### config.mk
export PLATFORM = sky130hd
export DESIGN_NAME = rational_best_approximation_top
export DESIGN_NICKNAME = d
export VERILOG_FILES = /design/src/rba_pkg.sv /design/src/rba_engine.sv /design/src/rational_best_approximation_top.sv
export SDC_FILE = /design/constraint.sdc
export NUM_CORES = 1
export LEC_CHECK = 0
export ABC_CLOCK_PERIOD_IN_PS = 27300
export BUFFER_PORTS_ARGS = -buffer_cell sky130_fd_sc_hd__buf_2
export CORE_ASPECT_RATIO = 1.5
export CORE_MARGIN = 2
export CORE_UTILIZATION = 52
export DETAILED_ROUTE_END_ITERATION = 12
export GPL_TIMING_DRIVEN = 0
export PLACE_DENSITY = 0.76
export SYNTH_ARGS = -nofsm -noshare
export SYNTH_HDL_FRONTEND = slang
export SYNTH_SLANG_ARGS = --single-unit
### constraint.sdc
create_clock -name clk -period 27.3 [get_ports clk]
set_clock_uncertainty 0.2 [all_clocks]
set_input_delay 2.73 -clock clk [delete_from_list [all_inputs] [get_ports clk]]
set_output_delay 2.73 -clock clk [all_outputs]
set_load 0.005 [all_outputs]
### src/rba_pkg.sv
package rba_pkg;

    localparam int FIELD_W = 32;
    localparam int CFG_IDX_W = 1;

    // configuration register indexes
    localparam logic [CFG_IDX_W-1:0] CFG_NUMER_LIMIT = 1'b0;
    localparam logic [CFG_IDX_W-1:0] CFG_DENOM_LIMIT = 1'b1;

    localparam logic [FIELD_W-1:0] NUMER_LIMIT_RST = 32'd65535;
    localparam logic [FIELD_W-1:0] DENOM_LIMIT_RST = 32'd65535;

    typedef struct packed {
        logic [FIELD_W-1:0] value_numer;
        logic [FIELD_W-1:0] value_denom;
    } in_item_t;

    typedef struct packed {
        logic [FIELD_W-1:0] approx_numer;
        logic [FIELD_W-1:0] approx_denom;
    } out_item_t;

endpackage

### src/rba_engine.sv
module rba_engine #(
    parameter int DATA_WIDTH = 32
) (
    input  logic                  clk,
    input  logic                  rst_n,
    input  logic                  start,
    input  logic [DATA_WIDTH-1:0] num_in,
    input  logic [DATA_WIDTH-1:0] den_in,
    input  logic [DATA_WIDTH-1:0] lim_n,
    input  logic [DATA_WIDTH-1:0] lim_d,
    input  logic                  take,
    output logic                  busy,
    output logic                  done,
    output logic [DATA_WIDTH-1:0] res_n,
    output logic [DATA_WIDTH-1:0] res_d
);

    localparam int W = DATA_WIDTH;
    localparam int CNT_W = $clog2(DATA_WIDTH);

    localparam logic [2:0] ST_IDLE   = 3'd0;
    localparam logic [2:0] ST_CHECK  = 3'd1;
    localparam logic [2:0] ST_DIV    = 3'd2;
    localparam logic [2:0] ST_UPDATE = 3'd3;
    localparam logic [2:0] ST_DONE   = 3'd4;

    logic [2:0]       state_reg, state_next;
    logic [CNT_W-1:0] cnt_reg, cnt_next;
    logic [W-1:0]     num_reg, num_next;
    logic [W-1:0]     den_reg, den_next;
    logic [W-1:0]     dvd_reg, dvd_next;
    logic [W-1:0]     rem_reg, rem_next;
    logic [W-1:0]     pp_reg, pp_next;
    logic [W-1:0]     pc_reg, pc_next;
    logic [W-1:0]     qp_reg, qp_next;
    logic [W-1:0]     qc_reg, qc_next;
    logic [W-1:0]     accp_reg, accp_next;
    logic [W-1:0]     accq_reg, accq_next;
    logic [W-1:0]     resn_reg, resn_next;
    logic [W-1:0]     resd_reg, resd_next;

    logic [W:0]       rem_sh;
    logic [W:0]       rem_diff;
    logic             qbit;

    assign rem_sh   = {rem_reg, dvd_reg[W-1]};
    assign rem_diff = rem_sh - {1'b0, den_reg};
    assign qbit     = (rem_sh >= {1'b0, den_reg});

    always_comb
    begin
        state_next = state_reg;
        cnt_next   = cnt_reg;
        num_next   = num_reg;
        den_next   = den_reg;
        dvd_next   = dvd_reg;
        rem_next   = rem_reg;
        pp_next    = pp_reg;
        pc_next    = pc_reg;
        qp_next    = qp_reg;
        qc_next    = qc_reg;
        accp_next  = accp_reg;
        accq_next  = accq_reg;
        resn_next  = resn_reg;
        resd_next  = resd_reg;
        case (state_reg)
            ST_IDLE:
            begin
                if (start)
                begin
                    num_next   = num_in;
                    den_next   = den_in;
                    pp_next    = '0;
                    pc_next    = W'(1);
                    qp_next    = W'(1);
                    qc_next    = '0;
                    state_next = ST_CHECK;
                end
            end
            ST_CHECK:
            begin
                if (pc_reg > lim_n || qc_reg > lim_d)
                begin
                    // newest convergent is out of bounds: fall back one
                    resn_next  = pp_reg;
                    resd_next  = qp_reg;
                    state_next = ST_DONE;
                end
                else if (den_reg == '0)
                begin
                    resn_next  = pc_reg;
                    resd_next  = qc_reg;
                    state_next = ST_DONE;
                end
                else
                begin
                    dvd_next   = num_reg;
                    rem_next   = '0;
                    accp_next  = '0;
                    accq_next  = '0;
                    cnt_next   = CNT_W'(W - 1);
                    state_next = ST_DIV;
                end
            end
            ST_DIV:
            begin
                // one quotient bit per cycle, MSB first; fold it into quo*p and quo*q
                rem_next  = qbit ? rem_diff[W-1:0] : rem_sh[W-1:0];
                dvd_next  = {dvd_reg[W-2:0], 1'b0};
                accp_next = {accp_reg[W-2:0], 1'b0} + (qbit ? pc_reg : '0);
                accq_next = {accq_reg[W-2:0], 1'b0} + (qbit ? qc_reg : '0);
                cnt_next  = cnt_reg - CNT_W'(1);
                if (cnt_reg == '0)
                begin
                    state_next = ST_UPDATE;
                end
            end
            ST_UPDATE:
            begin
                num_next   = den_reg;
                den_next   = rem_reg;
                pp_next    = pc_reg;
                pc_next    = pp_reg + accp_reg;
                qp_next    = qc_reg;
                qc_next    = qp_reg + accq_reg;
                state_next = ST_CHECK;
            end
            ST_DONE:
            begin
                if (take)
                begin
                    state_next = ST_IDLE;
                end
            end
            default:
            begin
                state_next = ST_IDLE;
            end
        endcase
    end

    always_ff @(posedge clk or negedge rst_n)
    begin
        if (!rst_n)
        begin
            state_reg <= ST_IDLE;
        end
        else
        begin
            state_reg <= state_next;
        end
    end

    always_ff @(posedge clk)
    begin
        cnt_reg  <= cnt_next;
        num_reg  <= num_next;
        den_reg  <= den_next;
        dvd_reg  <= dvd_next;
        rem_reg  <= rem_next;
        pp_reg   <= pp_next;
        pc_reg   <= pc_next;
        qp_reg   <= qp_next;
        qc_reg   <= qc_next;
        accp_reg <= accp_next;
        accq_reg <= accq_next;
        resn_reg <= resn_next;
        resd_reg <= resd_next;
    end

    assign busy  = (state_reg != ST_IDLE);
    assign done  = (state_reg == ST_DONE);
    assign res_n = resn_reg;
    assign res_d = resd_reg;

endmodule

### src/rational_best_approximation_top.sv
// Channel  Direction  Signals                          Accepted when
// in       input      in_valid, in_stall, in_data      in_valid && !in_stall
// out      output     out_valid, out_stall, out_data   out_valid && !out_stall
// cfg      input      cfg_we, cfg_index, cfg_data      cfg_we
//
// Each continued-fraction term takes a check, a pass through the shared
// restoring divider (one quotient bit per cycle) and an update.
// The result is registered in the engine and handed to the output register once that is free;
// the next item is accepted only after that hand-over.
// in_stall is high while the engine works on an item; one result may wait in
// the output register while the next item is being worked on.
// Reset clears the handshake state and sets both limits to 65535.
module rational_best_approximation_top #(
    parameter int DATA_WIDTH = 32
) (
    input  logic                            clk,
    input  logic                            rst_n,
    input  logic                            in_valid,
    output logic                            in_stall,
    input  rba_pkg::in_item_t               in_data,
    output logic                            out_valid,
    input  logic                            out_stall,
    output rba_pkg::out_item_t              out_data,
    input  logic                            cfg_we,
    input  logic [rba_pkg::CFG_IDX_W-1:0]   cfg_index,
    input  logic [rba_pkg::FIELD_W-1:0]     cfg_data
);

    import rba_pkg::*;

    logic [FIELD_W-1:0]    numer_limit_reg;
    logic [FIELD_W-1:0]    denom_limit_reg;
    logic                  out_valid_reg;
    out_item_t             out_data_reg;

    logic                  eng_busy;
    logic                  eng_done;
    logic                  eng_take;
    logic [DATA_WIDTH-1:0] eng_res_n;
    logic [DATA_WIDTH-1:0] eng_res_d;
    logic                  in_fire;

    assign in_stall = eng_busy;
    assign in_fire  = in_valid && !eng_busy;
    // hand the result over once the output register is free or being emptied
    assign eng_take = eng_done && (!out_valid_reg || !out_stall);

    rba_engine #(
        .DATA_WIDTH(DATA_WIDTH)
    ) u_engine (
        .clk    (clk),
        .rst_n  (rst_n),
        .start  (in_fire),
        .num_in (DATA_WIDTH'(in_data.value_numer)),
        .den_in (DATA_WIDTH'(in_data.value_denom)),
        .lim_n  (DATA_WIDTH'(numer_limit_reg)),
        .lim_d  (DATA_WIDTH'(denom_limit_reg)),
        .take   (eng_take),
        .busy   (eng_busy),
        .done   (eng_done),
        .res_n  (eng_res_n),
        .res_d  (eng_res_d)
    );

    always_ff @(posedge clk or negedge rst_n)
    begin
        if (!rst_n)
        begin
            numer_limit_reg <= NUMER_LIMIT_RST;
            denom_limit_reg <= DENOM_LIMIT_RST;
            out_valid_reg   <= 1'b0;
        end
        else
        begin
            if (cfg_we)
            begin
                case (cfg_index)
                    CFG_NUMER_LIMIT: numer_limit_reg <= cfg_data;
                    CFG_DENOM_LIMIT: denom_limit_reg <= cfg_data;
                    default:         ;
                endcase
            end
            if (eng_take)
            begin
                out_valid_reg <= 1'b1;
            end
            else if (!out_stall)
            begin
                out_valid_reg <= 1'b0;
            end
        end
    end

    always_ff @(posedge clk)
    begin
        if (eng_take)
        begin
            out_data_reg.approx_numer <= FIELD_W'(eng_res_n);
            out_data_reg.approx_denom <= FIELD_W'(eng_res_d);
        end
    end

    assign out_valid = out_valid_reg;
    assign out_data  = out_data_reg;

endmodule
==> results.yml <==
timing:
  finalHoldViolations: 0
  hold-worst-slack_ns: 0.213
  finalCritPeriodShare_pct: 24.0
  max_freq_ghz: 0.153
  rsz0062_at_grt: "false"
  slew_headroom_pct: 17.6
  finalSetupViolCount: 0
  setup_ws_ns: 20.74
  slew_viol_final: 0
  fin_crit_ns: 6.56
  fin_tns_setup_ns: 0
  tightest_slew_ns: 1.24
detailed_routing:
  routed_via_density: 5.90
  drcViolationCount: 0
  wl_um: 83200
  first_iter_violations: 1350
  routedWlPerCell_um: 22.2
  ant_nets: 0
  routed-via-count: 22100
  first_pass_iters: 6
floorplanning:
  die-area_mm2: 0.0588
  die_h_um: 296
  num_rows: 107
  design.core.area_mm2: 0.0565
  die_x_um: 199
  start_util_pct: 52.3
  io_pins: 168
clock_network:
  path_clk_slew_ns: 0.06
  h-tree-depth: 2
  clock_path_buffers: 3
  cts_hold_buffers: 0
  cts_resized: 0
  root_buffer: "clkbuf_16"
  cts_tree: "built"
  cts_buffers: 50
  postCtsSetupBuffers: 0
  cts_sinks: 521
  insertion_delay_ns: 0.61
cells_and_area:
  largest_register_ffs: 64
  final_cell_area_mm2: 0.0334
  drive_above_1_share_pct: 14.7
  antenna_cells: 0
  final_cells: 3744
  final_util_pct: 59.1
  layout.nets: 3266
  n_fill_cell: 4712
  area_delta_synth_final_pct: 13.0
run_status:
  status: "completed"
critical_path:
  endpoint_kind: "flip-flop"
  crit_required_ns: 27.43
  path_class: "flip-flop to flip-flop"
  critPathLaunchType: "flip-flop"
  cp.arrival_ns: 6.68
  cp_max_fo: 10
global_routing:
  grt-ovfl-total: 0
  grt_pass1_vias: 22800
  antenna_found_initial: 1
  grt_max_degree: 69
  grt_pass1_wl_um: 127000
  grt.total_usage_pct: 28.5
place:
  port_buffers: 167
  routabilityCongestion: 0.943
  dp_cells: 3651
  dp_slack_ns: 20.76
  place_hpwl_um: 63800
  placed_area_mm2: 0.0317
flow_run:
  cap_viol_max_count: 0
power:
  peakVddDrop_mv: 0.0868
  total_power_mw: 4.42
  p_leak_nw: 13.8
  power_density_mw_per_mm2: 132
synth:
  ys_ff_latch: 521
  yosys_warnings: 0
  synth-async-reset-ratio_pct: 13.1
  synth-edff-count: 453
  postSynthAreaPerCell_um2: 10.9
  synthCells: 2707
  syn-num-nets: 3033
  yosysSeqAreaShare_pct: 51.9
  syn-cell-area_mm2: 0.0295
  synth.distinct_cells: 86
  synth_ff_type: "edfxtp_1"
hold_path:
  hp-class: "flip-flop to flip-flop"
## layout make-up
type | instances | area (um2) | area share, %
inverter | 133 | 499 | 1.50
multi-input combinational | 1954 | 13300 | 39.8
sequential | 521 | 15300 | 46.0
timing repair buffer | 181 | 1160 | 3.46
clock inverter | 28 | 267 | 0.798
clock buffer | 65 | 1430 | 4.29
tap | 763 | 955 | 2.86
buffer | 99 | 443 | 1.33
## critical path, stage by stage (launching register included)
cell and delay (ns):
edfxtp_1 0.45, ha_1 0.31, buf_2 0.18, o211a_1 0.13, a211oi_1 0.45, a21oi_1 0.14
a31o_2 0.33, a21o_1 0.21, o21a_1 0.23, buf_2 0.26, clkbuf_1 0.30, and2_1 0.24
ha_1 0.21, fa_1 0.41, nand3_1 0.13, a21oi_1 0.07, nor2_1 0.35, nor3_1 0.10
a2111oi_0 0.60, o21ai_0 0.40, a31oi_1 0.37, xnor2_1 0.17, nor2_1 0.06
## power by group
| group | leakage (nW) | switching [mW] | internal, mW | total [mW] |
|---|---|---|---|---|
| logic | 7.96 | 1.39 | 0.889 | 2.28 |
| clock network | 0.837 | 0.314 | 0.410 | 0.725 |
| registers | 5.05 | 0.164 | 1.25 | 1.41 |
## cell usage in the layout (no fill, tap or decap), drive strengths merged, types with 30 or more instances in the layout
cell and n:
nand4 38, buf 205, edfxtp 453, nand3 36, o21a 36, and2 139
xor2 51, clkbuf 140, nor3 32, nor2 184, nand2 366, a21oi 144
a21o 97, ha 219, inv 136, mux2 95, dfrtp 36, a211oi 30
o21ai 153, xnor2 73, dfstp 32
## metal layers
layer | up-vias | track usage, % | part of all wire (%)
li1 | 10300 | - | -
met3 | 251 | 4.36 | 5.8
met1 | 10800 | 30.9 | 36
met4 | 2 | 16.2 | 6.2
met2 | 740 | 52.6 | 52
met5 | - | 0 | 0.012
## final timing paths
check	end	slack, ns	depth (start not counted)	startpoint
max in group asynchronous	numer_limit_reg[21]	24.25	1	rst_n
max reg2reg	u_engine.accp_reg[31]	20.74	22	u_engine.rem_reg[5]
max	u_engine.accp_reg[31]	20.74	22	u_engine.rem_reg[5]
min in group asynchronous	denom_limit_reg[19]	2.05	1	rst_n
min	out_data[42]	0.21	0	u_engine.res_n[10]
min reg2reg	out_data[42]	0.21	0	u_engine.res_n[10]
## logic make-up (layout without fill, tap and decap cells)
logic type / count (synthesis) / in the layout / synth area share (%)
compound gates: 598 / 598 / 13.2
xor+xnor: 124 / 124 / 3.68
fa+ha+maj: 224 / 224 / 9.61
buf+inv: 232 / 506 / 3.19
flops: 521 / 521 / 51.9
mux: 102 / 102 / 3.86
simple gates: 906 / 906 / 14.5
## synth_stat cells (all sizes together), types with 5 or more instances
library cell  instances  area share, %
ha                  219            9.3
xnor2                73            2.2
edfxtp              453             46
a21oi               144            2.5
or3                  13           0.29
xor2                 51            1.5
a21o                 97            2.5
buf                  24           0.48
o31ai                12           0.35
nor2b                15           0.32
nand2b               22           0.47
nand4                38           0.80
a311oi                5           0.15
a31oi                15           0.32
clkbuf               75            1.0
a211oi               30           0.76
o211ai               11           0.28
fa                    5           0.34
and3                 14           0.30
o22ai                 6           0.13
and4                 11           0.33
a211o                 5           0.15
dfrtp                36            3.0
mux2                 95            3.6
and2                139            2.9
mux2i                 7           0.24
o21a                 36           0.92
or2                   6           0.14
nand2               366            4.7
nor3b                 5           0.13
dfstp                32            2.8
nand3                36           0.61
a21boi                7           0.18
nor3                 32           0.56
inv                 133            1.7
o21bai               12           0.30
nor4                 14           0.30
a2111oi              13           0.45
o21ai               153            2.6
a221o                 7           0.24
nor2                184            2.3
Note: power is estimated with default switching activity, not from simulation.
